<file path="src/sv/rmlp_pkg.sv">
package rmlp_pkg;

    localparam int NUM_INPUTS_DEF   = 8;
    localparam int HIDDEN_ROWS_DEF  = 8;
    localparam int HIDDEN_COLS_DEF  = 2;
    localparam int NUM_OUTPUTS_DEF  = 4;
    localparam int WEIGHT_DEPTH_DEF = 256;

    localparam int VAL_W  = 16;
    localparam int IDX_W  = 8;
    localparam int ACT_W  = 13;
    localparam int OPND_W = 17;
    localparam int PROD_W = 33;
    localparam int ACC_W  = 40;
    localparam int DIV_W  = 54;
    localparam int DEN_W  = 42;
    localparam int QUO_W  = 12;
    localparam int DIV_STEPS = 12;

    localparam int QDEPTH = 2;
    localparam int QPTR_W = 1;
    localparam int QCNT_W = 2;

    localparam logic [1:0] MODE_WEIGHT = 2'd0;
    localparam logic [1:0] MODE_INPUT  = 2'd1;
    localparam logic [1:0] MODE_RUN    = 2'd2;

    typedef struct packed {
        logic [1:0]              mode;
        logic [IDX_W-1:0]        index;
        logic signed [VAL_W-1:0] value;
    } t_in_item;

    typedef struct packed {
        logic [3:0]       out_index;
        logic [ACT_W-1:0] out_value;
        logic             last;
    } t_out_item;

    typedef enum logic [1:0] {
        K_WEIGHT,
        K_INPUT,
        K_RUN
    } t_kind;

    typedef struct packed {
        t_kind                   kind;
        logic [IDX_W-1:0]        index;
        logic signed [VAL_W-1:0] value;
    } t_cmd;

    typedef struct packed {
        logic valid;
        t_cmd cmd;
    } t_q_head;

endpackage

</file>
<file path="src/sv/rmlp_front.sv">
module rmlp_front
    import rmlp_pkg::*;
#(
    parameter int NUM_INPUTS   = NUM_INPUTS_DEF,
    parameter int WEIGHT_DEPTH = WEIGHT_DEPTH_DEF
) (
    input  logic     i_clk,
    input  logic     i_rst_n,
    input  logic     i_start,
    input  t_in_item i_item,
    input  logic     i_pop,
    output logic     o_busy,
    output t_q_head  o_head
);

    t_cmd              r_q [QDEPTH];
    logic [QPTR_W-1:0] r_wp;
    logic [QPTR_W-1:0] r_rp;
    logic [QCNT_W-1:0] r_cnt;
    logic              keep;
    t_cmd              cmd;
    logic              push;
    logic              pop;

    // sort out the item and drop anything with no effect
    always_comb begin
        keep      = 1'b0;
        cmd.kind  = K_RUN;
        cmd.index = i_item.index;
        cmd.value = i_item.value;
        unique case (i_item.mode)
            MODE_WEIGHT: begin
                cmd.kind = K_WEIGHT;
                keep     = (32'(i_item.index) < WEIGHT_DEPTH);
            end
            MODE_INPUT: begin
                cmd.kind = K_INPUT;
                keep     = (32'(i_item.index) < NUM_INPUTS);
            end
            MODE_RUN: begin
                cmd.kind = K_RUN;
                keep     = 1'b1;
            end
            default: keep = 1'b0;
        endcase
    end

    assign o_busy = (r_cnt == QCNT_W'(QDEPTH));
    assign push   = i_start && !o_busy && keep;
    assign pop    = i_pop && (r_cnt != '0);

    always_ff @(posedge i_clk) begin
        if (push) begin
            r_q[r_wp] <= cmd;
        end
    end

    always_ff @(posedge i_clk) begin
        if (!i_rst_n) begin
            r_wp  <= '0;
            r_rp  <= '0;
            r_cnt <= '0;
        end else begin
            if (push) begin
                r_wp <= (r_wp == QPTR_W'(QDEPTH - 1)) ? '0 : r_wp + QPTR_W'(1);
            end
            if (pop) begin
                r_rp <= (r_rp == QPTR_W'(QDEPTH - 1)) ? '0 : r_rp + QPTR_W'(1);
            end
            r_cnt <= r_cnt + QCNT_W'(push) - QCNT_W'(pop);
        end
    end

    assign o_head.valid = (r_cnt != '0);
    assign o_head.cmd   = r_q[r_rp];

endmodule

</file>
<file path="config.mk">
export PLATFORM = sky130hd
export DESIGN_NAME = rmlp_front
export DESIGN_NICKNAME = d
export VERILOG_FILES = /design/src/sv/rmlp_pkg.sv /design/src/sv/rmlp_front.sv
export SDC_FILE = /design/constraint.sdc
export NUM_CORES = 1
export LEC_CHECK = 0
export BUFFER_PORTS_ARGS = -buffer_cell sky130_fd_sc_hd__buf_4
export CAP_MARGIN = 30
export CORE_MARGIN = 2
export CORE_UTILIZATION = 51
export DETAILED_ROUTE_END_ITERATION = 8
export MAX_ROUTING_LAYER = met4
export PLACE_DENSITY = 0.88
export REMOVE_ABC_BUFFERS = 1
export SLEW_MARGIN = 10
export SYNTH_ARGS = -nofsm -noshare
export SYNTH_HDL_FRONTEND = slang
export SYNTH_SLANG_ARGS = --single-unit
</file>
<file path="constraint.sdc">
create_clock -name i_clk -period 3.1 [get_ports i_clk]
set_input_delay 0.775 -clock i_clk [delete_from_list [all_inputs] [get_ports i_clk]]
set_output_delay 0.775 -clock i_clk [all_outputs]
set_load 0.02 [all_outputs]
</file>
==> flow_summary.html, run 1 <==
<table>
<tr><th>Metric</th><th>Value</th></tr>
<tr><th colspan="2">Timing</th></tr>
<tr><td>Count of pins over their slew limit</td><td>0</td></tr>
<tr><td>Shortest clock period the worst path allows after layout</td><td>2.51 ns</td></tr>
<tr><td>Slew @ Worst Pin</td><td>0.405 ns</td></tr>
<tr><td>Number of hold violations in the final report</td><td>0</td></tr>
<tr><td>Minimum setup slack in the final design</td><td>0.590 ns</td></tr>
<tr><td>Setup_tns</td><td>0 ns</td></tr>
<tr><td>Max_slew headroom</td><td>73.0%</td></tr>
<tr><td>Number of failing setup endpoints in the final timing report</td><td>0</td></tr>
<tr><td>Part of the cycle the worst path needs</td><td>81.0%</td></tr>
<tr><td>Highest achievable clock rate</td><td>398 MHz</td></tr>
<tr><td>Clock tree skew after final layout</td><td>0.00595 ns</td></tr>
<tr><td>Unrepaired setup endpoints after global routing</td><td>no</td></tr>
<tr><th colspan="2">CTS</th></tr>
<tr><td>Worst-skew pair later-pin latency</td><td>0.31 ns</td></tr>
<tr><td>Clock input transition at the sequential cells of the worst setup and hold paths</td><td>0.05 ns</td></tr>
<tr><td>Maximum count of clock buffers along a single path</td><td>2</td></tr>
<tr><td>Clock tree from TritonCTS</td><td>yes</td></tr>
<tr><td>Hold buffers post-CTS</td><td>0</td></tr>
<tr><td>TritonCTS Buffers</td><td>9</td></tr>
<tr><td>Number of buffers added for setup after CTS</td><td>0</td></tr>
<tr><td>Library cell used as clock root buffer</td><td>clkbuf_8</td></tr>
<tr><td>Sinks on the clock net</td><td>57</td></tr>
<tr><td>Post-CTS Resized</td><td>0</td></tr>
<tr><td>H-tree depth</td><td>3</td></tr>
<tr><th colspan="2">Floorplan</th></tr>
<tr><td>Number of top-level pins</td><td>58</td></tr>
<tr><td>CORE AREA</td><td>4030 um2</td></tr>
<tr><td>Cell row count</td><td>23</td></tr>
<tr><td>Die Y</td><td>69.0 um</td></tr>
<tr><td>Die Wd</td><td>69.0 um</td></tr>
<tr><td>Floorplan die area</td><td>4760 um2</td></tr>
<tr><td>Initial core utilization</td><td>53.4%</td></tr>
<tr><th colspan="2">Worst setup path</th></tr>
<tr><td>Top delay family on crit path</td><td>flip-flops</td></tr>
<tr><td>Data required, critical path</td><td>2.32 ns</td></tr>
<tr><td>Worst-path cell with the longest stage delay</td><td>dfxtp_1</td></tr>
<tr><td>Worst Reg2Reg Path Length in Cells</td><td>8</td></tr>
<tr><td>Number of logic stages on the critical path including buffering</td><td>3</td></tr>
<tr><td>Startpoint class of the critical path</td><td>flop</td></tr>
<tr><td>Series of cell instances along the critical path</td><td>buf_4 -&gt; mux2_2 -&gt; buf_4</td></tr>
<tr><td>Critical path data arrival time</td><td>1.74 ns</td></tr>
<tr><td>Largest fanout of any net on the critical path</td><td>17</td></tr>
<tr><td>CP Buf/Inv Count</td><td>2</td></tr>
<tr><td>Max stage delay on crit path</td><td>0.56 ns</td></tr>
<tr><td>Setup Crit Path Kind</td><td>flop to output port</td></tr>
<tr><td>CP Capture Type</td><td>output port</td></tr>
<tr><td>CP most frequent cell</td><td>buf_4</td></tr>
<tr><th colspan="2">Detailed routing</th></tr>
<tr><td>Via count</td><td>1164</td></tr>
<tr><td>Wire length per cell</td><td>15.0 um</td></tr>
<tr><td>Number of detailed-route iterations in the first pass</td><td>5</td></tr>
<tr><td>Antenna-violating nets left</td><td>0</td></tr>
<tr><td>First-iteration detailed-routing DRC count</td><td>117</td></tr>
<tr><td>Vias per cell</td><td>4.97</td></tr>
<tr><td>Final routed wirelength across all metal layers</td><td>3510 um</td></tr>
<tr><td>Number of design rule violations left after detail routing</td><td>0</td></tr>
<tr><th colspan="2">Status</th></tr>
<tr><td>Run status</td><td>completed</td></tr>
<tr><th colspan="2">Final layout</th></tr>
<tr><td>Fill count</td><td>286</td></tr>
<tr><td>Antenna Cells</td><td>0</td></tr>
<tr><td>Post-synthesis to final-layout area growth</td><td>31.8%</td></tr>
<tr><td>Fraction of final layout cells with drive strength greater than 1</td><td>57.1%</td></tr>
<tr><td>Commonest non-fill, non-tap cells in the layout</td><td>62 x buf_4, 52 x edfxtp_1, 26 x mux2_2</td></tr>
<tr><td>Final net count</td><td>211</td></tr>
<tr><td>Most common cell after layout, fill and taps aside</td><td>buf_4</td></tr>
<tr><th colspan="2">Pwr</th></tr>
<tr><td>Maximum VDD drop</td><td>0.422 mV</td></tr>
<tr><td>Leakage Power</td><td>1.09 nW</td></tr>
<tr><td>Cell Pwr Density</td><td>717 nW/um2</td></tr>
<tr><th colspan="2">Yosys</th></tr>
<tr><td>Area of the mapped netlist</td><td>2150 um2</td></tr>
<tr><td>Fraction of registers with async set/reset</td><td>0%</td></tr>
<tr><td>Number of flops mapped to enable cells by yosys</td><td>52</td></tr>
<tr><td>Number of instances in the synthesized netlist</td><td>110</td></tr>
<tr><td>Part of the Yosys area used for sequential elements</td><td>77.2%</td></tr>
<tr><td>Primary FF master, synth</td><td>edfxtp_1</td></tr>
<tr><td>Yosys cell types</td><td>19</td></tr>
<tr><td>Count of state elements after synthesis</td><td>57</td></tr>
<tr><td>Yosys Warn Count</td><td>0</td></tr>
<tr><td>Synthesized area per cell</td><td>19.6 um2</td></tr>
<tr><th colspan="2">Place</th></tr>
<tr><td># port buffers</td><td>57</td></tr>
<tr><td>Final GP Congestion</td><td>0.699</td></tr>
<tr><td>Post-place setup slack</td><td>0.537 ns</td></tr>
<tr><td>Post-detailed-placement half-perimeter wirelength</td><td>2630 um</td></tr>
<tr><th colspan="2">Job</th></tr>
<tr><td>Number of maximum-capacitance violations</td><td>0</td></tr>
<tr><th colspan="2">Global route</th></tr>
<tr><td>Overall routing resource usage</td><td>16.7%</td></tr>
<tr><td>Vias in the first global route</td><td>1174</td></tr>
<tr><td>Initial antenna violation count</td><td>0</td></tr>
<tr><td>Largest net degree at the start of global routing</td><td>18</td></tr>
<tr><td>Global-route wire length before repair</td><td>5220 um</td></tr>
<tr><td>Total congestion overflow</td><td>0</td></tr>
<tr><th colspan="2">Hold path</th></tr>
<tr><td>Worst min path class</td><td>flop to flop</td></tr>
<tr><td>Hold Path Depth</td><td>2</td></tr>
</table>
[registers in the layout, indices dropped and copies added (netlist names), named ones only]
name	flops
r_cnt	2
r_rp	1
r_wp	1
r_q	52
[worst min-delay path, delay by kind of cell (launching register included)]
kind / cells / cell delay, ns
AND/OR/NAND/NOR: 1 / 0.07
multiplexers: 1 / 0.07
flip-flops: 1 / 0.34
[metal layers]
layer,part of all wire (%),global-route usage (%),wire length (um),vias to the layer above
met3,7.5,6.82,264,6
met4,0.91,5.88,32,0
met5,0,-,0,-
met2,54,29.4,1900,48
li1,-,-,-,558
met1,37,16.7,1320,552
[cells in the mapped netlist (2+ instances only)]
cell,count,area (um2)
mux2_2,26,293
nor2b_1,3,18.8
xnor2_1,3,26.3
dfxtp_1,5,100
inv_1,2,7.51
edfxtp_1,52,1560
nor2_1,2,7.51
nand2_1,2,7.51
ha_1,2,25.0
buf_2,3,15.0
and2_1,2,12.5
[area by class of cell]
class                      count  area (um2)  area share, %
sequential                    57        1660           58.5
timing repair buffer          62         465           16.4
multi-input combinational     47         464           16.4
clock buffer                  11         131           4.63
tap                           50        62.6           2.20
clock inverter                 5        46.3           1.63
inverter                       2        7.51          0.264
[metrics by stage]
stage | instances | power [mW] | hold WS (ns) | instance area, um2 | util, %
after floorplan | 106 | 1.24 | 0.451 | 2130 | -
after global placement | 218 | 1.43 | 0.471 | 2660 | 66.1
after detailed placement | 218 | 1.45 | 0.520 | 2660 | 66.1
after CTS | 234 | 2.06 | 0.527 | 2840 | 70.5
after global routing | 234 | 2.14 | 0.554 | 2840 | 70.5
final | 234 | 2.04 | 0.529 | 2840 | 70.5
[path summary, 6_finish.rpt]
check	from	endpoint	slack (ns)
worst min register to register	r_wp	r_wp	0.53
worst max register to register	r_cnt[1]	r_cnt[1]	1.26
worst min-delay path	r_wp	r_wp	0.53
worst max-delay path	flop	o_head[1]	0.59
[kinds of logic (layout without fill, tap and decap cells)]
family	count (synthesis)	in the layout	share of synthesized area, %
adder cells (fa/ha/maj)	2	2	1.16
AND/OR/NAND/NOR	12	12	3.54
XOR/XNOR	3	3	1.22
flip-flops	57	57	77.2
buffers and inverters	6	80	1.51
AO/OA/AOI/OAI	3	3	1.34
multiplexers	27	27	14.1
[power breakdown]
| part | leakage (nW) | total [mW] | switching [mW] | internal, mW |
|---|---|---|---|---|
| logic | 0.483 | 0.500 | 0.243 | 0.257 |
| clock network | 0.0898 | 0.611 | 0.249 | 0.362 |
| registers | 0.515 | 0.924 | 0.0331 | 0.891 |
Power figures use the tool's default switching activity.
==> run 2, diff against run 1 <==
Settings changed: CORE_UTILIZATION 51 to 46, PLACE_DENSITY 0.88 to 0.84.
Clock period 3.1 ns to 2.21 ns, I/O delays scaled along.
==> run 2 against run 1 <==
Compared with the run above: power grew 44%; clock power increased by 48%; final cell count is 2.1% higher; first-iteration DRC count down 44%; critical path type unchanged; sequential power up 39%; count of clock-buffer cells in the layout shrank 2; worst setup slack worse by 0.41 ns; die area rose by 10%.
==> flow_summary.html, run 2 (synthesis results as in run 1) <==
<table>
<tr><th>Metric</th><th>Value</th></tr>
<tr><th colspan="2">Status</th></tr>
<tr><td>Run status</td><td>completed</td></tr>
<tr><th colspan="2">Worst setup path</th></tr>
<tr><td>Largest fanout of any net on the critical path</td><td>20</td></tr>
<tr><td>CP Capture Type</td><td>output port</td></tr>
<tr><td>Data required, critical path</td><td>1.66 ns</td></tr>
<tr><td>CP most frequent cell</td><td>buf_4</td></tr>
<tr><td>Worst-path cell with the longest stage delay</td><td>mux2_2</td></tr>
<tr><td>Series of cell instances along the critical path</td><td>buf_4 -&gt; mux2_2 -&gt; buf_4</td></tr>
<tr><td>Startpoint class of the critical path</td><td>flop</td></tr>
<tr><td>Setup Crit Path Kind</td><td>flop to output port</td></tr>
<tr><td>Critical path data arrival time</td><td>1.48 ns</td></tr>
<tr><td>Max stage delay on crit path</td><td>0.38 ns</td></tr>
<tr><th colspan="2">Final layout</th></tr>
<tr><td>Final non-filler cell area</td><td>2870 um2</td></tr>
<tr><td>Fill count</td><td>337</td></tr>
<tr><td>Final net count</td><td>214</td></tr>
<tr><td>Post-synthesis to final-layout area growth</td><td>33.4%</td></tr>
<tr><td>Flip-flop count of the largest register, all copies and words added</td><td>52</td></tr>
<tr><td>Most common cell after layout, fill and taps aside</td><td>buf_4</td></tr>
<tr><td>Utilization after layout</td><td>64.6%</td></tr>
<tr><td>Commonest non-fill, non-tap cells in the layout</td><td>65 x buf_4, 52 x edfxtp_1, 26 x mux2_2</td></tr>
<tr><td>Antenna Cells</td><td>0</td></tr>
<tr><td>Fraction of final layout cells with drive strength greater than 1</td><td>59.9%</td></tr>
<tr><td>Number of non-filler instances in the completed layout</td><td>239</td></tr>
<tr><td>Largest Register</td><td>r_q</td></tr>
<tr><td>Largest regs</td><td>r_q: 52 flops, r_cnt: 2 flops</td></tr>
<tr><th colspan="2">Place</th></tr>
<tr><td>Dpl cell area</td><td>2690 um2</td></tr>
<tr><td>Final GP Congestion</td><td>0.770</td></tr>
<tr><td>Post-detailed-placement half-perimeter wirelength</td><td>2720 um</td></tr>
<tr><td>Number of placed instances with taps included</td><td>223</td></tr>
<tr><td># port buffers</td><td>57</td></tr>
<tr><th colspan="2">Global route</th></tr>
<tr><td>Total congestion overflow</td><td>0</td></tr>
<tr><td>Overall routing resource usage</td><td>16.7%</td></tr>
<tr><td>Largest net degree at the start of global routing</td><td>21</td></tr>
<tr><td>Global Route met3 Usage</td><td>6.67%</td></tr>
<tr><td>Vias in the first global route</td><td>1321</td></tr>
<tr><td>Initial antenna violation count</td><td>0</td></tr>
<tr><td>Most Crowded Layer GR</td><td>met2</td></tr>
<tr><td>GR met2 Demand/Resource</td><td>26.6%</td></tr>
<tr><td>M1 GR Usage</td><td>17.4%</td></tr>
<tr><td>Global-route wire length before repair</td><td>6030 um</td></tr>
<tr><th colspan="2">Floorplan</th></tr>
<tr><td>Cell row count</td><td>24</td></tr>
<tr><td>Die Wd</td><td>72.4 um</td></tr>
<tr><td>Die Y</td><td>72.4 um</td></tr>
<tr><td>CORE AREA</td><td>4440 um2</td></tr>
<tr><td>Number of top-level pins</td><td>58</td></tr>
<tr><td>Initial core utilization</td><td>48.5%</td></tr>
<tr><td>Floorplan die area</td><td>5240 um2</td></tr>
<tr><th colspan="2">Timing</th></tr>
<tr><td>Clock tree skew after final layout</td><td>0.00478 ns</td></tr>
<tr><td>Count of pins over their slew limit</td><td>0</td></tr>
<tr><td>Number of hold violations in the final report</td><td>0</td></tr>
<tr><td>Part of the cycle the worst path needs</td><td>91.8%</td></tr>
<tr><td>Highest achievable clock rate</td><td>493 MHz</td></tr>
<tr><td>Max_slew headroom</td><td>80.7%</td></tr>
<tr><td>Slew @ Worst Pin</td><td>0.286 ns</td></tr>
<tr><td>Shortest clock period the worst path allows after layout</td><td>2.03 ns</td></tr>
<tr><td>Number of failing setup endpoints in the final timing report</td><td>0</td></tr>
<tr><td>Unrepaired setup endpoints after global routing</td><td>no</td></tr>
<tr><th colspan="2">CTS</th></tr>
<tr><td>TritonCTS Buffers</td><td>9</td></tr>
<tr><td>Hold buffers post-CTS</td><td>0</td></tr>
<tr><td>Number of buffers added for setup after CTS</td><td>0</td></tr>
<tr><td>H-tree depth</td><td>3</td></tr>
<tr><td>Maximum count of clock buffers along a single path</td><td>2</td></tr>
<tr><td>Sinks on the clock net</td><td>57</td></tr>
<tr><td>Clock tree from TritonCTS</td><td>yes</td></tr>
<tr><td>Library cell used as clock root buffer</td><td>clkbuf_8</td></tr>
<tr><td>Post-CTS Resized</td><td>0</td></tr>
<tr><td>Clock input transition at the sequential cells of the worst setup and hold paths</td><td>0.06 ns</td></tr>
<tr><td>Worst-skew pair later-pin latency</td><td>0.33 ns</td></tr>
<tr><th colspan="2">Detailed routing</th></tr>
<tr><td>Number of detailed-route iterations in the first pass</td><td>3</td></tr>
<tr><td>Vias per cell</td><td>5.09</td></tr>
<tr><td>Final routed wirelength across all metal layers</td><td>3840 um</td></tr>
<tr><td>Antenna-violating nets left</td><td>0</td></tr>
<tr><td>Number of design rule violations left after detail routing</td><td>0</td></tr>
<tr><td>Via count</td><td>1217</td></tr>
<tr><td>Wire length per cell</td><td>16.1 um</td></tr>
<tr><td>First-iteration detailed-routing DRC count</td><td>65</td></tr>
<tr><th colspan="2">Pwr</th></tr>
<tr><td>Leakage Power</td><td>1.11 nW</td></tr>
<tr><td>Cell Pwr Density</td><td>1020 nW/um2</td></tr>
<tr><td>Overall power of the completed layout</td><td>2.93 mW</td></tr>
<tr><td>Maximum VDD drop</td><td>0.678 mV</td></tr>
<tr><th colspan="2">Hold path</th></tr>
<tr><td>Worst min path class</td><td>input pin to flop</td></tr>
<tr><th colspan="2">Job</th></tr>
<tr><td>Number of maximum-capacitance violations</td><td>0</td></tr>
</table>
-- run 2: cell count changes in the layout (fill, tap and decap cells not counted) --
cell / change
clkinv_1: -2
buf_4: +3
clkinvlp_4: +1
clkbuf_1: -2
clkinv_2: +3
-- run 2: critical path: cells and delay by family, from the launching register on --
family	cells	cell delay [ns]
buffers and inverters	2	0.44
DFF	1	0.33
muxes	1	0.38
-- run 2: where the power goes --
part	switching (mW)	total, mW	leakage, nW	internal [mW]
Combinational	0.371	0.744	0.497	0.373
Clock	0.399	0.906	0.0962	0.507
Sequential	0.0285	1.28	0.515	1.25
Total	0.799	2.93	1.11	2.13
-- run 2: cell type report --
cell class	instances	area, um2	share of cell area (%)
sequential	57	1660	57.9
timing repair buffer	65	488	17.0
multi-input combinational	47	464	16.2
clock buffer	9	124	4.31
tap	52	65.1	2.27
clock inverter	7	61.3	2.14
inverter	2	7.51	0.261
-- run 2: layer usage --
metal,wire [um],vias up
met5,0,-
met4,93,0
met3,253,13
met2,1940,47
met1,1560,595
li1,-,562
-- run 2: final timing paths --
path                   from    endpoint  slack (ns)  cells past startpoint
hold / removal    i_item[9]   r_q[1][9]        0.40                      1
setup / recovery       flop  o_head[22]        0.18                      3
hold reg to reg        r_wp        r_wp        0.49                      2
setup reg to reg   r_cnt[1]    r_cnt[1]        0.39                      8
-- run 2: stage by stage --
stage / worst slack (ns) / TNS, ns / hold slack [ns]
floorplan: -0.421 / -21.89 / 0.451
global placement: 0.0336 / 0 / 0.470
detailed placement: -0.0999 / -0.0999 / 0.491
CTS: 0.140 / 0 / 0.388
global route: 0.0996 / 0 / 0.381
finish: 0.182 / 0 / 0.405
==> run 3, diff against run 2 <==
--- a/config.mk
+++ b/config.mk
@@ -7,2 +7,3 @@
 export LEC_CHECK = 0
+export ABC_AREA = 1
 export BUFFER_PORTS_ARGS = -buffer_cell sky130_fd_sc_hd__buf_4
@@ -10,6 +11,6 @@
 export CORE_MARGIN = 2
-export CORE_UTILIZATION = 46
+export CORE_UTILIZATION = 47
 export DETAILED_ROUTE_END_ITERATION = 8
 export MAX_ROUTING_LAYER = met4
-export PLACE_DENSITY = 0.84
+export PLACE_DENSITY = 0.85
 export REMOVE_ABC_BUFFERS = 1
==> constraint.sdc (replaced) <==
create_clock -name i_clk -period 2.21 [get_ports i_clk]
set_input_delay 0.221 -clock i_clk [delete_from_list [all_inputs] [get_ports i_clk]]
set_output_delay 0.221 -clock i_clk [all_outputs]
set_load 0.02 [all_outputs]
==> run 3 against run 2 <==
Compared with the run above: global-route usage decreased by 1.7 points; sequential cell count unchanged; cell area increased by 1.7%; via count decreased by 1.2%; combinational power increased by 19%; clock skew increased by 0.00059 ns.
==> flow_summary.html, run 3 <==
<table>
<tr><th>Metric</th><th>Value</th></tr>
<tr><th colspan="2">Worst setup path</th></tr>
<tr><td>Worst-path cell with the longest stage delay</td><td>dfxtp_2</td></tr>
<tr><td>Top delay family on crit path</td><td>flip-flops</td></tr>
<tr><td>CP most frequent cell</td><td>buf_4</td></tr>
<tr><td>CP Capture Type</td><td>output port</td></tr>
<tr><td>Crit Reg-Reg Startpoint</td><td>r_cnt[1]</td></tr>
<tr><td>CP Buf/Inv Count</td><td>2</td></tr>
<tr><td>Setup Crit Path Kind</td><td>flop to output port</td></tr>
<tr><td>Startpoint class of the critical path</td><td>flop</td></tr>
<tr><td>Data required, critical path</td><td>1.99 ns</td></tr>
<tr><td>Critical path data arrival time</td><td>1.68 ns</td></tr>
<tr><td>Max stage delay on crit path</td><td>0.59 ns</td></tr>
<tr><td>Number of logic stages on the critical path including buffering</td><td>3</td></tr>
<tr><td>Worst Reg2Reg Path Length in Cells</td><td>10</td></tr>
<tr><td>Worst R2R Setup Slack</td><td>0.51 ns</td></tr>
<tr><td>Largest fanout of any net on the critical path</td><td>14</td></tr>
<tr><td>Worst R2R End</td><td>r_cnt[1]</td></tr>
<tr><td>Capture point of the critical path</td><td>o_head[8]</td></tr>
<tr><td>Series of cell instances along the critical path</td><td>buf_4 -&gt; mux2_4 -&gt; buf_4</td></tr>
<tr><th colspan="2">Yosys</th></tr>
<tr><td>Most frequent cells after synthesis</td><td>52 x edfxtp_1, 20 x mux2_4, 7 x nor2_1, 6 x inv_1, 6 x mux2_2</td></tr>
<tr><td>Primary FF master, synth</td><td>edfxtp_1</td></tr>
<tr><td>Count leader, synth</td><td>edfxtp_1</td></tr>
<tr><td>Part of the Yosys area used for sequential elements</td><td>74.1%</td></tr>
<tr><td>Area of the mapped netlist</td><td>2240 um2</td></tr>
<tr><td>Count of state elements after synthesis</td><td>57</td></tr>
<tr><td>Top cells by area in the synthesized netlist</td><td>edfxtp_1 70%, mux2_4 13%, dfxtp_1 4.5%</td></tr>
<tr><td>Fraction of registers with async set/reset</td><td>0%</td></tr>
<tr><td>Area share of the leading cell type in the synthesized netlist</td><td>69.6%</td></tr>
<tr><td>Yosys cell types</td><td>18</td></tr>
<tr><td>Synthesized area per cell</td><td>19.0 um2</td></tr>
<tr><td>Yosys Warn Count</td><td>0</td></tr>
<tr><td>Biggest area consumer among synthesized cells</td><td>edfxtp_1</td></tr>
<tr><td>Number of instances in the synthesized netlist</td><td>118</td></tr>
<tr><td>Number of flops mapped to enable cells by yosys</td><td>52</td></tr>
<tr><th colspan="2">Place</th></tr>
<tr><td>Post-detailed-placement half-perimeter wirelength</td><td>2620 um</td></tr>
<tr><td>Dpl cell area</td><td>2740 um2</td></tr>
<tr><td># port buffers</td><td>57</td></tr>
<tr><td>Final GP Congestion</td><td>0.752</td></tr>
<tr><th colspan="2">Timing</th></tr>
<tr><td>Max_slew headroom</td><td>71.6%</td></tr>
<tr><td>Count of pins over their slew limit</td><td>0</td></tr>
<tr><td>Highest achievable clock rate</td><td>525 MHz</td></tr>
<tr><td>Unrepaired setup endpoints after global routing</td><td>no</td></tr>
<tr><td>Part of the cycle the worst path needs</td><td>86.1%</td></tr>
<tr><td>Slew @ Worst Pin</td><td>0.426 ns</td></tr>
<tr><td>Clock tree skew after final layout</td><td>0.00537 ns</td></tr>
<tr><td>Number of hold violations in the final report</td><td>0</td></tr>
<tr><td>Number of failing setup endpoints in the final timing report</td><td>0</td></tr>
<tr><td>Shortest clock period the worst path allows after layout</td><td>1.90 ns</td></tr>
<tr><th colspan="2">CTS</th></tr>
<tr><td>Post-CTS Resized</td><td>0</td></tr>
<tr><td>Clock tree from TritonCTS</td><td>yes</td></tr>
<tr><td>Hold buffers post-CTS</td><td>0</td></tr>
<tr><td>Maximum count of clock buffers along a single path</td><td>2</td></tr>
<tr><td>Library cell used as clock root buffer</td><td>clkbuf_8</td></tr>
<tr><td>TritonCTS Buffers</td><td>9</td></tr>
<tr><td>Sinks on the clock net</td><td>57</td></tr>
<tr><td>H-tree depth</td><td>3</td></tr>
<tr><td>Number of buffers added for setup after CTS</td><td>0</td></tr>
<tr><td>Worst-skew pair later-pin latency</td><td>0.33 ns</td></tr>
<tr><td>Clock input transition at the sequential cells of the worst setup and hold paths</td><td>0.06 ns</td></tr>
<tr><th colspan="2">Global route</th></tr>
<tr><td>Largest net degree at the start of global routing</td><td>22</td></tr>
<tr><td>Vias in the first global route</td><td>1112</td></tr>
<tr><td>Overall routing resource usage</td><td>15.0%</td></tr>
<tr><td>Most Crowded Layer GR</td><td>met2</td></tr>
<tr><td>M1 GR Usage</td><td>17.0%</td></tr>
<tr><td>Global-route wire length before repair</td><td>5320 um</td></tr>
<tr><td>Initial antenna violation count</td><td>0</td></tr>
<tr><td>Total congestion overflow</td><td>0</td></tr>
<tr><td>Global Route met3 Usage</td><td>5.39%</td></tr>
<tr><td>GR met2 Demand/Resource</td><td>21.7%</td></tr>
<tr><th colspan="2">Detailed routing</th></tr>
<tr><td>Number of design rule violations left after detail routing</td><td>0</td></tr>
<tr><td>Via count</td><td>1202</td></tr>
<tr><td>Number of detailed-route iterations in the first pass</td><td>4</td></tr>
<tr><td>Antenna-violating nets left</td><td>0</td></tr>
<tr><td>Wire length per cell</td><td>15.0 um</td></tr>
<tr><td>First-iteration detailed-routing DRC count</td><td>60</td></tr>
<tr><td>Final routed wirelength across all metal layers</td><td>3680 um</td></tr>
<tr><td>Vias per cell</td><td>4.89</td></tr>
<tr><th colspan="2">Floorplan</th></tr>
<tr><td>Cell row count</td><td>25</td></tr>
<tr><td>CORE AREA</td><td>4660 um2</td></tr>
<tr><td>Number of top-level pins</td><td>58</td></tr>
<tr><td>Die Y</td><td>73.1 um</td></tr>
<tr><td>Initial core utilization</td><td>48.1%</td></tr>
<tr><td>Die Wd</td><td>73.1 um</td></tr>
<tr><td>Floorplan die area</td><td>5340 um2</td></tr>
<tr><th colspan="2">Final layout</th></tr>
<tr><td>Largest regs</td><td>r_q: 52 flops, r_cnt: 2 flops</td></tr>
<tr><td>Fill count</td><td>343</td></tr>
<tr><td>Most common cell after layout, fill and taps aside</td><td>buf_4</td></tr>
<tr><td>Post-synthesis to final-layout area growth</td><td>30.3%</td></tr>
<tr><td>Fraction of final layout cells with drive strength greater than 1</td><td>55.2%</td></tr>
<tr><td>Final non-filler cell area</td><td>2920 um2</td></tr>
<tr><td>Commonest non-fill, non-tap cells in the layout</td><td>61 x buf_4, 52 x edfxtp_1, 20 x mux2_4</td></tr>
<tr><td>Antenna Cells</td><td>0</td></tr>
<tr><td>Final net count</td><td>219</td></tr>
<tr><td>Largest Register</td><td>r_q</td></tr>
<tr><td>Flip-flop count of the largest register, all copies and words added</td><td>52</td></tr>
<tr><th colspan="2">Pwr</th></tr>
<tr><td>Maximum VDD drop</td><td>0.520 mV</td></tr>
<tr><td>Leakage Power</td><td>1.19 nW</td></tr>
<tr><td>Overall power of the completed layout</td><td>3.14 mW</td></tr>
<tr><td>Cell Pwr Density</td><td>1080 nW/um2</td></tr>
<tr><th colspan="2">Job</th></tr>
<tr><td>Number of maximum-capacitance violations</td><td>0</td></tr>
<tr><th colspan="2">Status</th></tr>
<tr><td>Run status</td><td>completed</td></tr>
<tr><th colspan="2">Hold path</th></tr>
<tr><td>Worst min path class</td><td>input pin to flop</td></tr>
</table>
[run 3: changes by cell type in the layout (fill, tap and decap cells not counted), moves of 3 or more]
| cell | before | now |
|---|---|---|
| mux2_4 | 0 | 20 |
| mux2_2 | 26 | 6 |
| nor2b_1 | 3 | 0 |
| buf_4 | 65 | 61 |
| nor2_1 | 0 | 6 |
| a21oi_1 | 0 | 4 |
| inv_1 | 2 | 6 |
[run 3: where the power goes]
group / total, mW / switching (mW) / internal, mW / leakage [nW]
combinational: 0.883 / 0.423 / 0.459 / 0.571
sequential: 1.37 / 0.0766 / 1.29 / 0.519
clock: 0.888 / 0.381 / 0.507 / 0.0978
[run 3: area by class of cell]
class / instances / area (um2) / area share, %
Tap cell: 54 / 67.6 / 2.31
Timing Repair Buffer: 62 / 478 / 16.4
Sequential cell: 57 / 1660 / 56.9
Multi-Input combinational cell: 51 / 505 / 17.3
Clock buffer: 9 / 124 / 4.24
Clock inverter: 7 / 61.3 / 2.10
Inverter: 6 / 22.5 / 0.771
[run 3: kinds of logic after synthesis]
| kind of cell | Yosys count | synth area share [%] |
|---|---|---|
| xor+xnor | 1 | 0.391 |
| flops | 57 | 74.1 |
| buf+inv | 10 | 3.46 |
| simple gates | 15 | 2.85 |
| fa+ha+maj | 2 | 1.12 |
| compound gates | 7 | 1.67 |
| mux | 26 | 16.4 |
[run 3: layer usage]
layer  share of wire (%)  vias to the layer above
met5                   0                        -
met4                 1.9                        0
met3                 8.2                        7
met2                  48                       52
met1                  42                      562
li1                    -                      581
[run 3: how the worst min path moves through the flow]
stage	slack, ns	startpoint	depth (start not counted)	to
global route	0.05	i_item[16]	1	r_q[0][16]
CTS	0.06	i_item[5]	1	r_q[0][5]
global placement	0.41	i_item[7]	1	r_q[0][7]
floorplan	0.31	i_rst_n	2	r_cnt[0]
finish	0.07	i_item[5]	1	r_q[0][5]
detailed placement	0.41	i_item[16]	1	r_q[0][16]
[run 3: metrics by stage]
step | utilization (%) | setup TNS [ns] | cells | setup slack, ns | hold WS (ns)
3_3_place_gp | 58.7 | 0 | 230 | 0.552 | 0.407
5_1_grt | 62.7 | 0 | 246 | 0.216 | 0.0517
3_5_place_dp | 58.7 | 0 | 230 | 0.513 | 0.410
2_1_floorplan | - | -0.244 | 114 | -0.00938 | 0.314
4_1_cts | 62.7 | 0 | 246 | 0.271 | 0.0567
6_report | 62.7 | 0 | 246 | 0.307 | 0.0727
